`config.mk`:
```
export PLATFORM = sky130hd
export DESIGN_NAME = stepper_homing_sequencer_flat
export DESIGN_NICKNAME = d
export VERILOG_FILES = /design/src/rtl/shs_pkg.sv /design/src/rtl/shs_channels.sv /design/src/rtl/shs_csr_regs.sv /design/src/rtl/shs_filter.sv /design/src/rtl/shs_seq_core.sv /design/src/rtl/stepper_homing_sequencer.sv /design/src/flat_wrapper.sv
export SDC_FILE = /design/constraint.sdc
export NUM_CORES = 1
export LEC_CHECK = 0
export BUFFER_PORTS_ARGS = -buffer_cell sky130_fd_sc_hd__buf_2
export CAP_MARGIN = 20
export CORE_MARGIN = 1
export CORE_UTILIZATION = 61
export CTS_CLUSTER_SIZE = 30
export DETAILED_ROUTE_END_ITERATION = 6
export PLACE_DENSITY_LB_ADDON = 0.05
export SLEW_MARGIN = 20
export SYNTH_ARGS = -nofsm -noshare
export SYNTH_HDL_FRONTEND = slang
export SYNTH_SLANG_ARGS = --single-unit
export TNS_END_PERCENT = 10
```
`constraint.sdc`:
```
create_clock -name clock -period 10.3 [get_ports clock]
set_input_delay 1.545 -clock clock [delete_from_list [all_inputs] [get_ports clock]]
set_output_delay 1.545 -clock clock [all_outputs]
set_load 0.05 [all_outputs]
```
`src/rtl/shs_pkg.sv`:
```
// shared types, constants and codes of the stepper homing sequencer
package shs_pkg;

   localparam int ADC_BITS         = 10;
   localparam int POS_BITS         = 32;
   localparam int FILTER_FRAC_BITS = 10;
   localparam int STEPS_BITS       = 20;
   localparam int MOTION_BITS      = 16;
   localparam int PHASE_BITS       = 4;
   localparam int CSR_INDEX_BITS   = 3;
   localparam int CSR_DATA_BITS    = 32;

   localparam int ACC_BITS  = ADC_BITS + FILTER_FRAC_BITS;
   localparam int PROD_BITS = ACC_BITS + FILTER_FRAC_BITS + 2;
   localparam int ADC_MAX   = (1 << ADC_BITS) - 1;

   // 0.8 in Q(FILTER_FRAC_BITS), truncated
   localparam logic [FILTER_FRAC_BITS-1:0] FILT_COEF =
      FILTER_FRAC_BITS'((4 << FILTER_FRAC_BITS) / 5);
   localparam logic [ADC_BITS-1:0] MARK_HIGH = ADC_BITS'((2 * ADC_MAX) / 5 + 1);
   localparam logic [ADC_BITS-1:0] MARK_LOW  = ADC_BITS'((ADC_MAX - 1) / 5);

   localparam logic signed [POS_BITS-1:0] RST_CAL_OFFSET = '0;
   localparam logic [STEPS_BITS-1:0]  RST_COARSE_STEPS = STEPS_BITS'(32000);
   localparam logic [STEPS_BITS-1:0]  RST_FINE_STEPS   = STEPS_BITS'(6400);
   localparam logic [MOTION_BITS-1:0] RST_SEARCH_SPEED = MOTION_BITS'(1500);
   localparam logic [MOTION_BITS-1:0] RST_SEARCH_ACCEL = MOTION_BITS'(4000);
   localparam logic [MOTION_BITS-1:0] RST_CRUISE_SPEED = MOTION_BITS'(7000);
   localparam logic [MOTION_BITS-1:0] RST_CRUISE_ACCEL = MOTION_BITS'(8000);

   typedef enum logic [CSR_INDEX_BITS-1:0] {
      REG_CAL_OFFSET   = 3'd0,
      REG_COARSE_STEPS = 3'd1,
      REG_FINE_STEPS   = 3'd2,
      REG_SEARCH_SPEED = 3'd3,
      REG_SEARCH_ACCEL = 3'd4,
      REG_CRUISE_SPEED = 3'd5,
      REG_CRUISE_ACCEL = 3'd6
   } reg_index_type;

   typedef enum logic [PHASE_BITS-1:0] {
      PH_IDLE         = 4'd0,
      PH_AWAY_SETUP   = 4'd1,
      PH_AWAY_WAIT    = 4'd2,
      PH_COARSE_SETUP = 4'd3,
      PH_COARSE_SWEEP = 4'd4,
      PH_COARSE_HALT  = 4'd5,
      PH_FINE_SETUP   = 4'd6,
      PH_FINE_SWEEP   = 4'd7,
      PH_FINE_HALT    = 4'd8,
      PH_CALIBRATE    = 4'd9,
      PH_AT_ZERO      = 4'd10
   } phase_type;

   typedef enum logic {
      REQ_TICK  = 1'b0,
      REQ_START = 1'b1
   } req_kind_type;

   typedef struct packed {
      logic signed [POS_BITS-1:0] calibration_offset;
      logic [STEPS_BITS-1:0]      coarse_sweep_steps;
      logic [STEPS_BITS-1:0]      fine_sweep_steps;
      logic [MOTION_BITS-1:0]     search_speed;
      logic [MOTION_BITS-1:0]     search_accel;
      logic [MOTION_BITS-1:0]     cruise_speed;
      logic [MOTION_BITS-1:0]     cruise_accel;
   } cfg_type;

   typedef struct packed {
      logic                       req_type;
      logic [ADC_BITS-1:0]        sensor_a;
      logic [ADC_BITS-1:0]        sensor_b;
      logic signed [POS_BITS-1:0] motor_position;
      logic signed [POS_BITS-1:0] motor_goal;
      logic                       motor_running;
   } req_item_type;

   typedef struct packed {
      logic                       apply_motion;
      logic [MOTION_BITS-1:0]     motion_speed;
      logic [MOTION_BITS-1:0]     motion_accel;
      logic                       apply_reset;
      logic signed [POS_BITS-1:0] reset_value;
      logic                       apply_goal;
      logic signed [POS_BITS-1:0] goal_value;
      logic                       halt_motor;
      logic                       homing_done;
      logic [PHASE_BITS-1:0]      phase_now;
   } rsp_item_type;

   // filter update strobes from the sequencer
   typedef struct packed {
      logic upd_a;
      logic upd_b;
   } filt_ctl_type;

   typedef struct packed {
      logic [ADC_BITS-1:0] count_a;
      logic [ADC_BITS-1:0] count_b;
   } filt_stat_type;

endpackage

```
`src/rtl/shs_channels.sv`:
```
// request, response and register write channel interfaces
interface shs_req_if;
   logic                                         valid;
   logic                                         ready;
   logic                                         req_type;
   logic [shs_pkg::ADC_BITS-1:0]                 sensor_a;
   logic [shs_pkg::ADC_BITS-1:0]                 sensor_b;
   logic signed [shs_pkg::POS_BITS-1:0]          motor_position;
   logic signed [shs_pkg::POS_BITS-1:0]          motor_goal;
   logic                                         motor_running;

   modport source(output valid, req_type, sensor_a, sensor_b, motor_position, motor_goal,
                  motor_running, input ready);
   modport sink(input valid, req_type, sensor_a, sensor_b, motor_position, motor_goal,
                motor_running, output ready);
endinterface

interface shs_rsp_if;
   logic                                valid;
   logic                                ready;
   logic                                apply_motion;
   logic [shs_pkg::MOTION_BITS-1:0]     motion_speed;
   logic [shs_pkg::MOTION_BITS-1:0]     motion_accel;
   logic                                apply_reset;
   logic signed [shs_pkg::POS_BITS-1:0] reset_value;
   logic                                apply_goal;
   logic signed [shs_pkg::POS_BITS-1:0] goal_value;
   logic                                halt_motor;
   logic                                homing_done;
   logic [shs_pkg::PHASE_BITS-1:0]      phase_now;

   modport source(output valid, apply_motion, motion_speed, motion_accel, apply_reset,
                  reset_value, apply_goal, goal_value, halt_motor, homing_done, phase_now,
                  input ready);
   modport sink(input valid, apply_motion, motion_speed, motion_accel, apply_reset,
                reset_value, apply_goal, goal_value, halt_motor, homing_done, phase_now,
                output ready);
endinterface

interface shs_csr_if;
   logic                                 valid;
   logic                                 ready;
   logic [shs_pkg::CSR_INDEX_BITS-1:0]   index;
   logic [shs_pkg::CSR_DATA_BITS-1:0]    data;

   modport source(output valid, index, data, input ready);
   modport sink(input valid, index, data, output ready);
endinterface

```
`src/rtl/shs_csr_regs.sv`:
```
// configuration register file of the homing sequencer
module shs_csr_regs (
   input  logic             clock,
   input  logic             reset,
   shs_csr_if.sink          csr_ch,
   output shs_pkg::cfg_type cfg
);

   shs_pkg::cfg_type cfg_ff, cfg_in;

   assign csr_ch.ready = 1'b1;
   assign cfg = cfg_ff;

   always_comb begin
      cfg_in = cfg_ff;
      if (csr_ch.valid) begin
         case (shs_pkg::reg_index_type'(csr_ch.index))
            shs_pkg::REG_CAL_OFFSET:
               cfg_in.calibration_offset = shs_pkg::POS_BITS'(csr_ch.data);
            shs_pkg::REG_COARSE_STEPS:
               cfg_in.coarse_sweep_steps = shs_pkg::STEPS_BITS'(csr_ch.data);
            shs_pkg::REG_FINE_STEPS:
               cfg_in.fine_sweep_steps = shs_pkg::STEPS_BITS'(csr_ch.data);
            shs_pkg::REG_SEARCH_SPEED:
               cfg_in.search_speed = shs_pkg::MOTION_BITS'(csr_ch.data);
            shs_pkg::REG_SEARCH_ACCEL:
               cfg_in.search_accel = shs_pkg::MOTION_BITS'(csr_ch.data);
            shs_pkg::REG_CRUISE_SPEED:
               cfg_in.cruise_speed = shs_pkg::MOTION_BITS'(csr_ch.data);
            shs_pkg::REG_CRUISE_ACCEL:
               cfg_in.cruise_accel = shs_pkg::MOTION_BITS'(csr_ch.data);
            default: ;
         endcase
      end
   end

   always_ff @(posedge clock) begin
      if (reset) begin
         cfg_ff.calibration_offset <= shs_pkg::RST_CAL_OFFSET;
         cfg_ff.coarse_sweep_steps <= shs_pkg::RST_COARSE_STEPS;
         cfg_ff.fine_sweep_steps   <= shs_pkg::RST_FINE_STEPS;
         cfg_ff.search_speed       <= shs_pkg::RST_SEARCH_SPEED;
         cfg_ff.search_accel       <= shs_pkg::RST_SEARCH_ACCEL;
         cfg_ff.cruise_speed       <= shs_pkg::RST_CRUISE_SPEED;
         cfg_ff.cruise_accel       <= shs_pkg::RST_CRUISE_ACCEL;
      end else begin
         cfg_ff <= cfg_in;
      end
   end

endmodule

```
`src/rtl/shs_filter.sv`:
```
// first-order running filter of one marker sensor
module shs_filter (
   input  logic                         clock,
   input  logic                         reset,
   input  logic                         update,
   input  logic [shs_pkg::ADC_BITS-1:0] sample,
   output logic [shs_pkg::ADC_BITS-1:0] count
);

   logic [shs_pkg::ACC_BITS-1:0]         acc_ff, acc_in;
   logic [shs_pkg::ACC_BITS-1:0]         acc_next;
   logic signed [shs_pkg::ACC_BITS:0]    diff;
   logic signed [shs_pkg::PROD_BITS-1:0] prod;
   logic signed [shs_pkg::PROD_BITS-1:0] step;

   always_comb begin
      diff = $signed({1'b0, sample, {shs_pkg::FILTER_FRAC_BITS{1'b0}}})
             - $signed({1'b0, acc_ff});
      prod = shs_pkg::PROD_BITS'(diff)
             * shs_pkg::PROD_BITS'($signed({1'b0, shs_pkg::FILT_COEF}));
      // arithmetic shift floors negative steps too
      step = prod >>> shs_pkg::FILTER_FRAC_BITS;
      acc_next = acc_ff + step[shs_pkg::ACC_BITS-1:0];
      acc_in = update ? acc_next : acc_ff;
   end

   assign count = acc_next[shs_pkg::ACC_BITS-1:shs_pkg::FILTER_FRAC_BITS];

   always_ff @(posedge clock) begin
      if (reset) begin
         acc_ff <= '0;
      end else begin
         acc_ff <= acc_in;
      end
   end

endmodule

```
`src/rtl/shs_seq_core.sv`:
```
// homing phase state machine and response formation
module shs_seq_core (
   input  logic                   clock,
   input  logic                   reset,
   input  logic                   step,
   input  shs_pkg::req_item_type  req,
   input  shs_pkg::cfg_type       cfg,
   input  shs_pkg::filt_stat_type filt_stat,
   output shs_pkg::filt_ctl_type  filt_ctl,
   output shs_pkg::rsp_item_type  rsp
);

   shs_pkg::phase_type phase_ff, phase_in;

   always_ff @(posedge clock) begin
      if (reset) begin
         phase_ff <= shs_pkg::PH_IDLE;
      end else begin
         phase_ff <= phase_in;
      end
   end

   always_comb begin
      rsp = '0;
      filt_ctl = '0;
      phase_in = phase_ff;
      if (step) begin
         if (req.req_type == shs_pkg::REQ_START) begin
            rsp.apply_reset = 1'b1;
            rsp.reset_value = '0;
            phase_in = shs_pkg::PH_AWAY_SETUP;
         end else begin
            case (phase_ff)
               shs_pkg::PH_AWAY_SETUP: begin
                  rsp.apply_goal = 1'b1;
                  rsp.goal_value = req.motor_position
                                   - shs_pkg::POS_BITS'(cfg.coarse_sweep_steps);
                  phase_in = shs_pkg::PH_AWAY_WAIT;
               end
               shs_pkg::PH_AWAY_WAIT: begin
                  filt_ctl.upd_a = 1'b1;
                  if (filt_stat.count_a <= shs_pkg::MARK_LOW) begin
                     phase_in = shs_pkg::PH_COARSE_SETUP;
                  end
               end
               shs_pkg::PH_COARSE_SETUP: begin
                  rsp.apply_motion = 1'b1;
                  rsp.motion_speed = cfg.search_speed;
                  rsp.motion_accel = cfg.search_accel;
                  rsp.apply_goal = 1'b1;
                  rsp.goal_value = req.motor_position
                                   + shs_pkg::POS_BITS'(cfg.coarse_sweep_steps);
                  phase_in = shs_pkg::PH_COARSE_SWEEP;
               end
               shs_pkg::PH_COARSE_SWEEP: begin
                  filt_ctl.upd_a = 1'b1;
                  if (filt_stat.count_a >= shs_pkg::MARK_HIGH) begin
                     rsp.halt_motor = 1'b1;
                     phase_in = shs_pkg::PH_COARSE_HALT;
                  end
               end
               shs_pkg::PH_COARSE_HALT: begin
                  if (!req.motor_running) begin
                     phase_in = shs_pkg::PH_FINE_SETUP;
                  end
               end
               shs_pkg::PH_FINE_SETUP: begin
                  rsp.apply_motion = 1'b1;
                  rsp.motion_speed = cfg.search_speed;
                  rsp.motion_accel = cfg.search_accel;
                  rsp.apply_goal = 1'b1;
                  rsp.goal_value = req.motor_position
                                   + shs_pkg::POS_BITS'(cfg.fine_sweep_steps);
                  phase_in = shs_pkg::PH_FINE_SWEEP;
               end
               shs_pkg::PH_FINE_SWEEP: begin
                  filt_ctl.upd_b = 1'b1;
                  if (filt_stat.count_b >= shs_pkg::MARK_HIGH) begin
                     rsp.halt_motor = 1'b1;
                     phase_in = shs_pkg::PH_FINE_HALT;
                  end
               end
               shs_pkg::PH_FINE_HALT: begin
                  if (!req.motor_running) begin
                     phase_in = shs_pkg::PH_CALIBRATE;
                  end
               end
               shs_pkg::PH_CALIBRATE: begin
                  rsp.apply_reset = 1'b1;
                  rsp.reset_value = cfg.calibration_offset;
                  rsp.apply_goal = 1'b1;
                  rsp.goal_value = '0;
                  phase_in = shs_pkg::PH_AT_ZERO;
               end
               shs_pkg::PH_AT_ZERO: begin
                  if (req.motor_position == req.motor_goal) begin
                     rsp.apply_motion = 1'b1;
                     rsp.motion_speed = cfg.cruise_speed;
                     rsp.motion_accel = cfg.cruise_accel;
                     rsp.homing_done = 1'b1;
                     phase_in = shs_pkg::PH_IDLE;
                  end
               end
               default: begin
                  phase_in = shs_pkg::PH_IDLE;
               end
            endcase
         end
      end
      rsp.phase_now = phase_in;
   end

endmodule

```
`src/rtl/stepper_homing_sequencer.sv`:
```
// stepper homing sequencer top level: request register, sequencer, response register
// a held request's response is registered when the response register is free or draining
// throughput: one request per cycle while rsp_ch is ready; the request and response
//   registers form a two-deep pipe; a request is taken while a response waits on rsp_ch
// reset: synchronous active high; phase returns to idle, both filter accumulators clear,
//   configuration registers take their defaults and both pipe stages empty
module stepper_homing_sequencer (
   input  logic       clock,
   input  logic       reset,
   shs_req_if.sink    req_ch,
   shs_rsp_if.source  rsp_ch,
   shs_csr_if.sink    csr_ch
);

   // request register stage
   logic                  in_valid_ff, in_valid_in;
   shs_pkg::req_item_type in_item_ff, in_item_in;

   // response register stage
   logic                  out_valid_ff, out_valid_in;
   shs_pkg::rsp_item_type out_item_ff, out_item_in;

   logic                   accept;
   logic                   advance;
   shs_pkg::cfg_type       cfg;
   shs_pkg::rsp_item_type  core_rsp;
   shs_pkg::filt_ctl_type  filt_ctl;
   shs_pkg::filt_stat_type filt_stat;

   // the held request moves on whenever the response register is empty or draining
   assign advance = in_valid_ff && (!out_valid_ff || rsp_ch.ready);
   assign req_ch.ready = !in_valid_ff || advance;
   assign accept = req_ch.valid && req_ch.ready;

   always_comb begin
      in_valid_in = in_valid_ff;
      in_item_in = in_item_ff;
      if (accept) begin
         in_valid_in = 1'b1;
         in_item_in.req_type = req_ch.req_type;
         in_item_in.sensor_a = req_ch.sensor_a;
         in_item_in.sensor_b = req_ch.sensor_b;
         in_item_in.motor_position = req_ch.motor_position;
         in_item_in.motor_goal = req_ch.motor_goal;
         in_item_in.motor_running = req_ch.motor_running;
      end else if (advance) begin
         in_valid_in = 1'b0;
      end
   end

   always_comb begin
      out_valid_in = out_valid_ff;
      out_item_in = out_item_ff;
      if (advance) begin
         out_valid_in = 1'b1;
         out_item_in = core_rsp;
      end else if (rsp_ch.ready) begin
         out_valid_in = 1'b0;
      end
   end

   always_ff @(posedge clock) begin
      if (reset) begin
         in_valid_ff <= 1'b0;
         out_valid_ff <= 1'b0;
      end else begin
         in_valid_ff <= in_valid_in;
         out_valid_ff <= out_valid_in;
      end
   end

   // payload registers carry no reset
   always_ff @(posedge clock) begin
      in_item_ff <= in_item_in;
      out_item_ff <= out_item_in;
   end

   // configuration registers
   shs_csr_regs u_csr (
      .clock  (clock),
      .reset  (reset),
      .csr_ch (csr_ch),
      .cfg    (cfg)
   );

   // marker a filter, stepped only in the away wait and coarse sweep phases
   shs_filter u_filt_a (
      .clock  (clock),
      .reset  (reset),
      .update (filt_ctl.upd_a),
      .sample (in_item_ff.sensor_a),
      .count  (filt_stat.count_a)
   );

   // marker b filter, stepped only in the fine sweep phase
   shs_filter u_filt_b (
      .clock  (clock),
      .reset  (reset),
      .update (filt_ctl.upd_b),
      .sample (in_item_ff.sensor_b),
      .count  (filt_stat.count_b)
   );

   // phase machine; state moves only when the held request advances
   shs_seq_core u_core (
      .clock     (clock),
      .reset     (reset),
      .step      (advance),
      .req       (in_item_ff),
      .cfg       (cfg),
      .filt_stat (filt_stat),
      .filt_ctl  (filt_ctl),
      .rsp       (core_rsp)
   );

   // response port
   assign rsp_ch.valid = out_valid_ff;
   assign rsp_ch.apply_motion = out_item_ff.apply_motion;
   assign rsp_ch.motion_speed = out_item_ff.motion_speed;
   assign rsp_ch.motion_accel = out_item_ff.motion_accel;
   assign rsp_ch.apply_reset = out_item_ff.apply_reset;
   assign rsp_ch.reset_value = out_item_ff.reset_value;
   assign rsp_ch.apply_goal = out_item_ff.apply_goal;
   assign rsp_ch.goal_value = out_item_ff.goal_value;
   assign rsp_ch.halt_motor = out_item_ff.halt_motor;
   assign rsp_ch.homing_done = out_item_ff.homing_done;
   assign rsp_ch.phase_now = out_item_ff.phase_now;

   // done is only reported together with the cruise motion and a return to idle
   a_done_idle: assert property (@(posedge clock) disable iff (reset)
      out_valid_ff && out_item_ff.homing_done |->
         out_item_ff.apply_motion && out_item_ff.phase_now == shs_pkg::PH_IDLE)
      else $error("homing done without idle phase and cruise motion");

   // a halt only ends one of the two marker sweeps
   a_halt_phase: assert property (@(posedge clock) disable iff (reset)
      out_valid_ff && out_item_ff.halt_motor |->
         out_item_ff.phase_now == shs_pkg::PH_COARSE_HALT ||
         out_item_ff.phase_now == shs_pkg::PH_FINE_HALT)
      else $error("halt outside a marker sweep");

   // a counter reset with a goal is the calibration step, which aims at zero
   a_calib_goal: assert property (@(posedge clock) disable iff (reset)
      out_valid_ff && out_item_ff.apply_reset && out_item_ff.apply_goal |->
         out_item_ff.goal_value == '0 && out_item_ff.phase_now == shs_pkg::PH_AT_ZERO)
      else $error("calibration goal not zero");

   // filters step only while a request moves into the response register
   a_filter_step: assert property (@(posedge clock) disable iff (reset)
      (filt_ctl.upd_a || filt_ctl.upd_b) |-> advance && !(filt_ctl.upd_a && filt_ctl.upd_b))
      else $error("filter stepped without a request");

endmodule
```
`src/flat_wrapper.sv`:
```
// flat-port wrapper written by rule: the top's interface ports become plain ports
module stepper_homing_sequencer_flat 
  (clock, reset, req_ch_valid, req_ch_req_type, req_ch_sensor_a, req_ch_sensor_b, req_ch_motor_position, req_ch_motor_goal, req_ch_motor_running, req_ch_ready, rsp_ch_valid, rsp_ch_apply_motion, rsp_ch_motion_speed, rsp_ch_motion_accel, rsp_ch_apply_reset, rsp_ch_reset_value, rsp_ch_apply_goal, rsp_ch_goal_value, rsp_ch_halt_motor, rsp_ch_homing_done, rsp_ch_phase_now, rsp_ch_ready, csr_ch_valid, csr_ch_index, csr_ch_data, csr_ch_ready);
  shs_req_if req_ch_i ();
  shs_rsp_if rsp_ch_i ();
  shs_csr_if csr_ch_i ();
  input  logic clock;
  input  logic reset;
  input wire logic [$bits(req_ch_i.valid)-1:0] req_ch_valid;
  input wire logic [$bits(req_ch_i.req_type)-1:0] req_ch_req_type;
  input wire logic [$bits(req_ch_i.sensor_a)-1:0] req_ch_sensor_a;
  input wire logic [$bits(req_ch_i.sensor_b)-1:0] req_ch_sensor_b;
  input wire logic [$bits(req_ch_i.motor_position)-1:0] req_ch_motor_position;
  input wire logic [$bits(req_ch_i.motor_goal)-1:0] req_ch_motor_goal;
  input wire logic [$bits(req_ch_i.motor_running)-1:0] req_ch_motor_running;
  output wire logic [$bits(req_ch_i.ready)-1:0] req_ch_ready;
  output wire logic [$bits(rsp_ch_i.valid)-1:0] rsp_ch_valid;
  output wire logic [$bits(rsp_ch_i.apply_motion)-1:0] rsp_ch_apply_motion;
  output wire logic [$bits(rsp_ch_i.motion_speed)-1:0] rsp_ch_motion_speed;
  output wire logic [$bits(rsp_ch_i.motion_accel)-1:0] rsp_ch_motion_accel;
  output wire logic [$bits(rsp_ch_i.apply_reset)-1:0] rsp_ch_apply_reset;
  output wire logic [$bits(rsp_ch_i.reset_value)-1:0] rsp_ch_reset_value;
  output wire logic [$bits(rsp_ch_i.apply_goal)-1:0] rsp_ch_apply_goal;
  output wire logic [$bits(rsp_ch_i.goal_value)-1:0] rsp_ch_goal_value;
  output wire logic [$bits(rsp_ch_i.halt_motor)-1:0] rsp_ch_halt_motor;
  output wire logic [$bits(rsp_ch_i.homing_done)-1:0] rsp_ch_homing_done;
  output wire logic [$bits(rsp_ch_i.phase_now)-1:0] rsp_ch_phase_now;
  input wire logic [$bits(rsp_ch_i.ready)-1:0] rsp_ch_ready;
  input wire logic [$bits(csr_ch_i.valid)-1:0] csr_ch_valid;
  input wire logic [$bits(csr_ch_i.index)-1:0] csr_ch_index;
  input wire logic [$bits(csr_ch_i.data)-1:0] csr_ch_data;
  output wire logic [$bits(csr_ch_i.ready)-1:0] csr_ch_ready;
  assign req_ch_i.valid = req_ch_valid;
  assign req_ch_i.req_type = req_ch_req_type;
  assign req_ch_i.sensor_a = req_ch_sensor_a;
  assign req_ch_i.sensor_b = req_ch_sensor_b;
  assign req_ch_i.motor_position = req_ch_motor_position;
  assign req_ch_i.motor_goal = req_ch_motor_goal;
  assign req_ch_i.motor_running = req_ch_motor_running;
  assign req_ch_ready = req_ch_i.ready;
  assign rsp_ch_valid = rsp_ch_i.valid;
  assign rsp_ch_apply_motion = rsp_ch_i.apply_motion;
  assign rsp_ch_motion_speed = rsp_ch_i.motion_speed;
  assign rsp_ch_motion_accel = rsp_ch_i.motion_accel;
  assign rsp_ch_apply_reset = rsp_ch_i.apply_reset;
  assign rsp_ch_reset_value = rsp_ch_i.reset_value;
  assign rsp_ch_apply_goal = rsp_ch_i.apply_goal;
  assign rsp_ch_goal_value = rsp_ch_i.goal_value;
  assign rsp_ch_halt_motor = rsp_ch_i.halt_motor;
  assign rsp_ch_homing_done = rsp_ch_i.homing_done;
  assign rsp_ch_phase_now = rsp_ch_i.phase_now;
  assign rsp_ch_i.ready = rsp_ch_ready;
  assign csr_ch_i.valid = csr_ch_valid;
  assign csr_ch_i.index = csr_ch_index;
  assign csr_ch_i.data = csr_ch_data;
  assign csr_ch_ready = csr_ch_i.ready;
  stepper_homing_sequencer u_core (.clock(clock), .reset(reset), .req_ch(req_ch_i), .rsp_ch(rsp_ch_i), .csr_ch(csr_ch_i));
endmodule
```
==> impl_metrics.env, run 1 <==
export IMPL_run_status="finished clean"
export IMPL_max_slew_margin_pct=32.6
export IMPL_ys_ff_latch=373
export IMPL_clock_skew_ns=0.0149
export IMPL_multi_input_area_um2=14900
export IMPL_fillers=3292
export IMPL_crit_path_frequent_cell="xnor2_1"
export IMPL_worstHoldStart="u_core.u_csr.cfg[104]$_SDFFE_PP0P_"
export IMPL_finalInstanceArea_um2=28700
export IMPL_die_area_um2=43100
export IMPL_preCtsSetupSlack_ns=1.01
export IMPL_top_level_ports=234
export IMPL_slew_viol_final=0
export IMPL_synthFlopType="edfxtp_1"
export IMPL_clockBufferDepth=3
export IMPL_grt_usage_pct=30.1
export IMPL_place_congestion=0.925
export IMPL_timing_rr_end="u_core.rsp_ch.phase_now[0]$_DFFE_PP_"
export IMPL_rsz0062_at_grt="false"
export IMPL_hold_path_class="reg -> reg"
export IMPL_drt_iter0_drc=1715
export IMPL_placed_cell_area_um2=27400
export IMPL_cp_end_kind="register"
export IMPL_die_h_um=208
export IMPL_insertion_delay_ns=0.57
export IMPL_required_ns=10.71
export IMPL_path_buf_inv=3
export IMPL_powerDensity_nw_per_um2=255
export IMPL_cp_start_kind="register"
export IMPL_worstPathMaxFanout=8
export IMPL_antenna_found_initial=2
export IMPL_rows=74
export IMPL_initial_utilization_pct=62.4
export IMPL_critPathMaxStageDelay_ns=0.76
export IMPL_ys_types=73
export IMPL_avgViaCountPerCell=5.72
export IMPL_synth_edf_count=191
export IMPL_hold_violations=0
export IMPL_power_leakage_uw=0.0126
export IMPL_cts_max_level=2
export IMPL_setup_violations=0
export IMPL_grt_pass1_wl_mm=104
export IMPL_cts_root_buf="clkbuf_16"
export IMPL_min_to="u_core.u_csr.cfg[104]$_SDFFE_PP0P_"
export IMPL_postCtsHoldBufs=0
export IMPL_seq_area_frac_synth_pct=36.4
export IMPL_drv_cap=0
export IMPL_cts_sinks=373
export IMPL_path_class="reg -> reg"
export IMPL_routed_wl_mm=64.1
export IMPL_timing_fmax_ghz=0.105
export IMPL_routedWlPerCell_um=18.2
export IMPL_syn_cell_area_um2=25800
export IMPL_hpwl_mm=48.7
export IMPL_overflow=0
export IMPL_syn_avg_cell_area_um2=9.36
export IMPL_via_count=20200
export IMPL_cpMaxStageDelayCell="a2111oi_0"
export IMPL_drcViolationCount=0
export IMPL_cts_resized=0
export IMPL_postCtsSetupBuffers=0
export IMPL_r2r_start="u_core.u_filt_a.acc_ff[0]$_SDFFE_PP0P_"
export IMPL_layout_common_cells="399 x nand2_1, 315 x inv_1, 238 x a21oi_1, 231 x buf_2, 230 x ha_1"
export IMPL_period_share_pct=92.1
export IMPL_crit_family="adder cells"
export IMPL_first_pass_iters=5
export IMPL_grt_pass1_vias=20000
export IMPL_yosysWarnings=0
export IMPL_drive_above_1_share_pct=11.6
export IMPL_cts_tree="built"
export IMPL_core_um2=41300
export IMPL_worst_pin_slew_ns=1.01
export IMPL_area_growth_pct=11.5
export IMPL_whs_path_depth=2
export IMPL_total_power_uw=7330
export IMPL_r2r_slack_ns=0.82
export IMPL_die_w_um=208
export IMPL_path_clk_slew_ns=0.06
export IMPL_synthCells=2754
export IMPL_portBuffers=232
export IMPL_fin_crit_ns=9.48
export IMPL_peakVddDrop_mv=0.248
export IMPL_crit_arrival_ns=9.90
export IMPL_layout_setup_ws_ns=0.815
export IMPL_drtAntennaViolNets=0
export IMPL_cts_buffers=40
export IMPL_tns_ns=0
export IMPL_grt_max_degree=95
export IMPL_syn_nets=3250
export IMPL_fin_nets=3457
export IMPL_reg2reg_depth=36
export IMPL_layout_commonest_cell="nand2_1"
export IMPL_ys_async_sr_fraction_pct=0
export IMPL_seq_area_um2=9380
==> synthesized netlist by cell type, types with 5 or more instances <==
cell	n	area, um2
a211oi_1	13	97.6
a21boi_0	6	45.0
a21o_1	54	405
a21oi_1	238	1190
a221o_1	18	180
a22oi_1	34	255
a31o_2	8	70.1
a31oi_1	12	75.1
a41oi_1	6	52.6
and2_1	44	275
and3_1	11	68.8
and4_1	5	43.8
clkbuf_1	81	304
dfxtp_1	182	3640
edfxtp_1	191	5740
fa_1	140	2800
ha_1	230	2880
inv_1	316	1190
mux2i_1	5	50.1
nand2_1	400	1500
nand2b_1	21	131
nand3_1	21	105
nand3b_1	38	285
nand4_1	18	113
nor2_1	168	631
nor2b_1	33	206
nor3_1	43	215
nor3b_1	21	158
nor4_1	16	100
o211ai_1	7	52.6
o21a_1	20	150
o21ai_0	75	375
o21bai_1	5	37.5
o31ai_1	5	37.5
or2_2	7	43.8
or3_1	20	125
or4_1	6	45.0
xnor2_1	107	937
xor2_1	84	736
==> state kept, by name, summed over array words and instances, names as in the netlist, 4 cells and up <==
register / flops
u_core.rsp_ch.reset_value: 32
u_core.in_item_ff: 86
u_core.rsp_ch.goal_value: 32
u_core.u_filt_b.acc_ff: 20
u_core.u_filt_a.acc_ff: 20
u_core.rsp_ch.motion_speed: 16
u_core.u_csr.cfg: 136
u_core.u_core.phase_ff: 4
u_core.rsp_ch.motion_accel: 16
u_core.rsp_ch.phase_now: 4
==> where the power goes <==
part	switching [uW]	internal (uW)	total, uW	leakage (uW)
Sequential	30.0	1610	1640	0.00333
Combinational	2500	1770	4270	0.00866
Clock	624	792	1420	0.000616
==> stage by stage <==
stage          util, %  hold WS, ns  cells
6_report          69.6        0.450   3528
5_1_grt           69.6        0.469   3526
4_1_cts           69.6        0.452   3525
3_5_place_dp      66.4        0.444   3451
3_3_place_gp      66.4        0.437   3451
2_1_floorplan        -        0.432   2754
==> final cells by class <==
type	count	area share, %
Multi-Input combinational cell	1981	51.9
Sequential cell	373	32.6
Timing Repair Buffer	248	4.47
Inverter	317	4.15
Clock buffer	48	3.66
Tap cell	532	2.32
Clock inverter	26	0.823
Antenna cell	3	0.0261
==> worst max-delay path by stage <==
stage | start | end | slack (ns) | cells after the start
after floorplan | u_core.u_filt_a.acc_ff[10]$_SDFFE_PP0P_ | u_core.rsp_ch.phase_now[0]$_DFFE_PP_ | 1.99 | 33
after global placement | u_core.u_filt_a.acc_ff[0]$_SDFFE_PP0P_ | u_core.rsp_ch.phase_now[0]$_DFFE_PP_ | 1.30 | 36
after detailed placement | u_core.u_filt_a.acc_ff[0]$_SDFFE_PP0P_ | u_core.rsp_ch.phase_now[0]$_DFFE_PP_ | 1.01 | 36
after CTS | u_core.u_filt_a.acc_ff[0]$_SDFFE_PP0P_ | u_core.rsp_ch.phase_now[0]$_DFFE_PP_ | 0.98 | 36
after global routing | u_core.u_filt_a.acc_ff[0]$_SDFFE_PP0P_ | u_core.rsp_ch.phase_now[0]$_DFFE_PP_ | 0.12 | 36
final | u_core.u_filt_a.acc_ff[0]$_SDFFE_PP0P_ | u_core.rsp_ch.phase_now[0]$_DFFE_PP_ | 0.82 | 36
==> worst reg2reg max path: cells and delay by family, from the launching register on <==
family	cells	cell delay (ns)
adders and majority gates	8	3.31
AOI/OAI and AO/OA	9	2.60
and+or+nand+nor	11	1.70
xor gates and xnor gates	5	1.06
DFF	1	0.48
buffers and inverters	3	0.18
==> cells by family after synthesis <==
logic type	synth area share, %
XOR/XNOR	6.64
buffers and inverters	5.84
other	0.0145
AND/OR/NAND/NOR	16.0
adder cells (fa/ha/maj)	22.0
multiplexers	0.194
flip-flops	36.4
AO/OA/AOI/OAI	12.9
==> metal layers <==
metal  up-vias  routed length, um  GRT usage, %
met5         -                  0             0
met4         0               1410          8.47
met3        90               4000          4.57
met2       633              30000          49.7
met1      9693              28700          41.3
li1       9773                  -             -
Note: power is estimated with default switching activity, not from simulation.
==> run 2: changes to the inputs <==
--- a/config.mk
+++ b/config.mk
@@ -5,6 +5,7 @@
 export SDC_FILE = /design/constraint.sdc
 export NUM_CORES = 1
 export LEC_CHECK = 0
+export ABC_AREA = 0
 export BUFFER_PORTS_ARGS = -buffer_cell sky130_fd_sc_hd__buf_2
 export CAP_MARGIN = 20
 export CORE_MARGIN = 1
@@ -12,6 +13,8 @@
 export CTS_CLUSTER_SIZE = 30
 export DETAILED_ROUTE_END_ITERATION = 6
 export PLACE_DENSITY_LB_ADDON = 0.05
+export RECOVER_POWER = 25
+export REMOVE_ABC_BUFFERS = 1
 export SLEW_MARGIN = 20
 export SYNTH_ARGS = -nofsm -noshare
 export SYNTH_HDL_FRONTEND = slang
==> run 2 against run 1 <==
  * The run now ends with design-rule violations, max-capacitance violations, max-slew violations left
  * Core utilization increased by 0.22 points
  * Via count decreased by 1.1%
  * Register-to-register slack improved by 0.11 ns
  * Routed wire length decreased by 2.5%
  * Hold slack about the same
  * Flip-flop and latch count unchanged
  * First-iteration DRC count decreased by 22%
  * Global-route usage decreased by 0.69 points
  * Critical endpoint unchanged
  * Largest power group unchanged
  * Highest routed layer is now met5
==> impl_metrics.env, run 2 (same netlist as run 1, synthesis figures left out) <==
export IMPL_clock_skew_ns=0.0278
export IMPL_cp_start_kind="register"
export IMPL_drt_iter0_drc=1337
export IMPL_violations="design-rule violations, max-capacitance violations, max-slew violations"
export IMPL_fin_crit_ns=9.37
export IMPL_run_status="complete, but fails checks"
export IMPL_timing_fmax_ghz=0.107
export IMPL_cts_tree="built"
export IMPL_worst_pin_slew_ns=3.51
export IMPL_r2r_slack_ns=0.93
export IMPL_cts_buffers=41
export IMPL_area_growth_pct=11.8
export IMPL_core_um2=41300
export IMPL_peakVddDrop_mv=0.196
export IMPL_die_w_um=208
export IMPL_drive_above_1_share_pct=11.2
export IMPL_worstPathMaxFanout=8
export IMPL_drtAntennaViolNets=0
export IMPL_layout_cells_non_filler=3529
export IMPL_top_level_ports=234
export IMPL_rows=74
export IMPL_cts_root_buf="clkbuf_16"
export IMPL_via_count=20000
export IMPL_portBuffers=232
export IMPL_max_slew_margin_pct=-134
export IMPL_grt_pass1_wl_mm=102
export IMPL_cp_end_kind="register"
export IMPL_cts_sinks=373
export IMPL_initial_utilization_pct=62.4
export IMPL_min_to="u_core.u_csr.cfg[129]$_SDFFE_PP0P_"
export IMPL_hold_violations=0
export IMPL_worstHoldStart="u_core.u_csr.cfg[129]$_SDFFE_PP0P_"
export IMPL_hpwl_mm=47.2
export IMPL_path_clk_slew_ns=0.06
export IMPL_grt_max_degree=117
export IMPL_reg2reg_depth=35
export IMPL_postCtsSetupBuffers=0
export IMPL_place_congestion=0.920
export IMPL_postCtsHoldBufs=0
export IMPL_clockBufferDepth=3
export IMPL_rsz0062_at_grt="false"
export IMPL_setup_violations=0
export IMPL_insertion_delay_ns=0.59
export IMPL_critPathMaxStageDelay_ns=0.63
export IMPL_cp_startpoint="u_core.u_filt_a.acc_ff[0]$_SDFFE_PP0P_"
export IMPL_powerDensity_nw_per_um2=255
export IMPL_place_inst=3452
export IMPL_required_ns=10.72
export IMPL_drcViolationCount=1
export IMPL_largest_reg_flops=136
export IMPL_fin_nets=3459
export IMPL_tns_ns=0
export IMPL_die_h_um=208
export IMPL_layout_commonest_cell="nand2_1"
export IMPL_antenna_found_initial=4
export IMPL_die_area_um2=43100
export IMPL_crit_arrival_ns=9.79
export IMPL_cpMaxStageDelayCell="a2111oi_0"
export IMPL_cts_resized=0
export IMPL_r2r_start="u_core.u_filt_a.acc_ff[0]$_SDFFE_PP0P_"
export IMPL_grt_usage_pct=29.4
export IMPL_cts_max_level=2
export IMPL_routedWlPerCell_um=17.7
export IMPL_fillers=3296
export IMPL_overflow=0
export IMPL_drv_cap=3
export IMPL_path_class="reg -> reg"
export IMPL_whs_path_depth=2
export IMPL_first_pass_iters=7
export IMPL_grt_pass1_vias=20000
export IMPL_period_share_pct=91.0
export IMPL_timing_rr_end="u_core.rsp_ch.phase_now[0]$_DFFE_PP_"
export IMPL_avgViaCountPerCell=5.66
export IMPL_layout_common_cells="399 x nand2_1, 315 x inv_1, 238 x a21oi_1, 230 x ha_1, 229 x buf_2"
export IMPL_slew_viol_final=154
export IMPL_routed_wl_mm=62.5
export IMPL_hold_path_class="reg -> reg"
export IMPL_power_leakage_uw=0.0126
run 2: through the flow:
step / utilization (%) / worst slack (ns) / cell area (um2) / total power (uW) / hold WS, ns
5_1_grt: 69.8 / 0.223 / 28800 / 8020 / 0.468
3_3_place_gp: 66.4 / 1.44 / 27400 / 5750 / 0.437
4_1_cts: 69.8 / 1.05 / 28800 / 7370 / 0.451
6_report: 69.8 / 0.930 / 28800 / 7360 / 0.450
2_1_floorplan: - / 1.99 / 25500 / 4990 / 0.426
3_5_place_dp: 66.4 / 1.09 / 27400 / 5850 / 0.442
run 2: final cells by class:
class | count | area [um2] | share of cell area [%]
well taps | 532 | 666 | 2.31
flip-flops and latches | 373 | 9380 | 32.5
clock buffers | 57 | 1190 | 4.12
multi-input cells | 1981 | 14900 | 51.7
clock inverters | 19 | 208 | 0.721
inverters | 317 | 1190 | 4.13
repair buffers | 249 | 1280 | 4.45
diodes | 1 | 2.50 | 0.00868
run 2: critical path, delay by kind of cell (launching register included):
| kind | cells | cell delay, ns |
|---|---|---|
| buf+inv | 3 | 0.23 |
| compound gates | 10 | 2.79 |
| simple gates | 12 | 2.61 |
| flops | 1 | 0.40 |
| xor+xnor | 4 | 0.73 |
| fa+ha+maj | 6 | 2.43 |
run 2: worst max path at each step:
stage	slack [ns]	end
3_5_place_dp	1.09	u_core.rsp_ch.phase_now[0]$_DFFE_PP_
5_1_grt	0.22	u_core.u_core.phase_ff[0]$_SDFF_PP0_
4_1_cts	1.05	u_core.rsp_ch.phase_now[0]$_DFFE_PP_
3_3_place_gp	1.44	u_core.rsp_ch.phase_now[0]$_DFFE_PP_
2_1_floorplan	1.99	u_core.rsp_ch.phase_now[0]$_DFFE_PP_
6_report	0.93	u_core.rsp_ch.phase_now[0]$_DFFE_PP_
run 2: metal layers:
layer	GRT usage, %	vias to the layer above	part of all wire, %
met4	8.59	4	2.5
met2	52.3	492	50
met3	3.48	99	4.7
li1	-	9776	-
met5	0	-	0.029
met1	37.7	9601	42
run 2: power breakdown:
group / internal, uW / total, uW / switching, uW / leakage [uW]
Combinational: 1770 / 4230 / 2460 / 0.00863
Sequential: 1620 / 1640 / 28.9 / 0.00333
Clock: 848 / 1480 / 637 / 0.000675
Total: 4230 / 7360 / 3130 / 0.0126
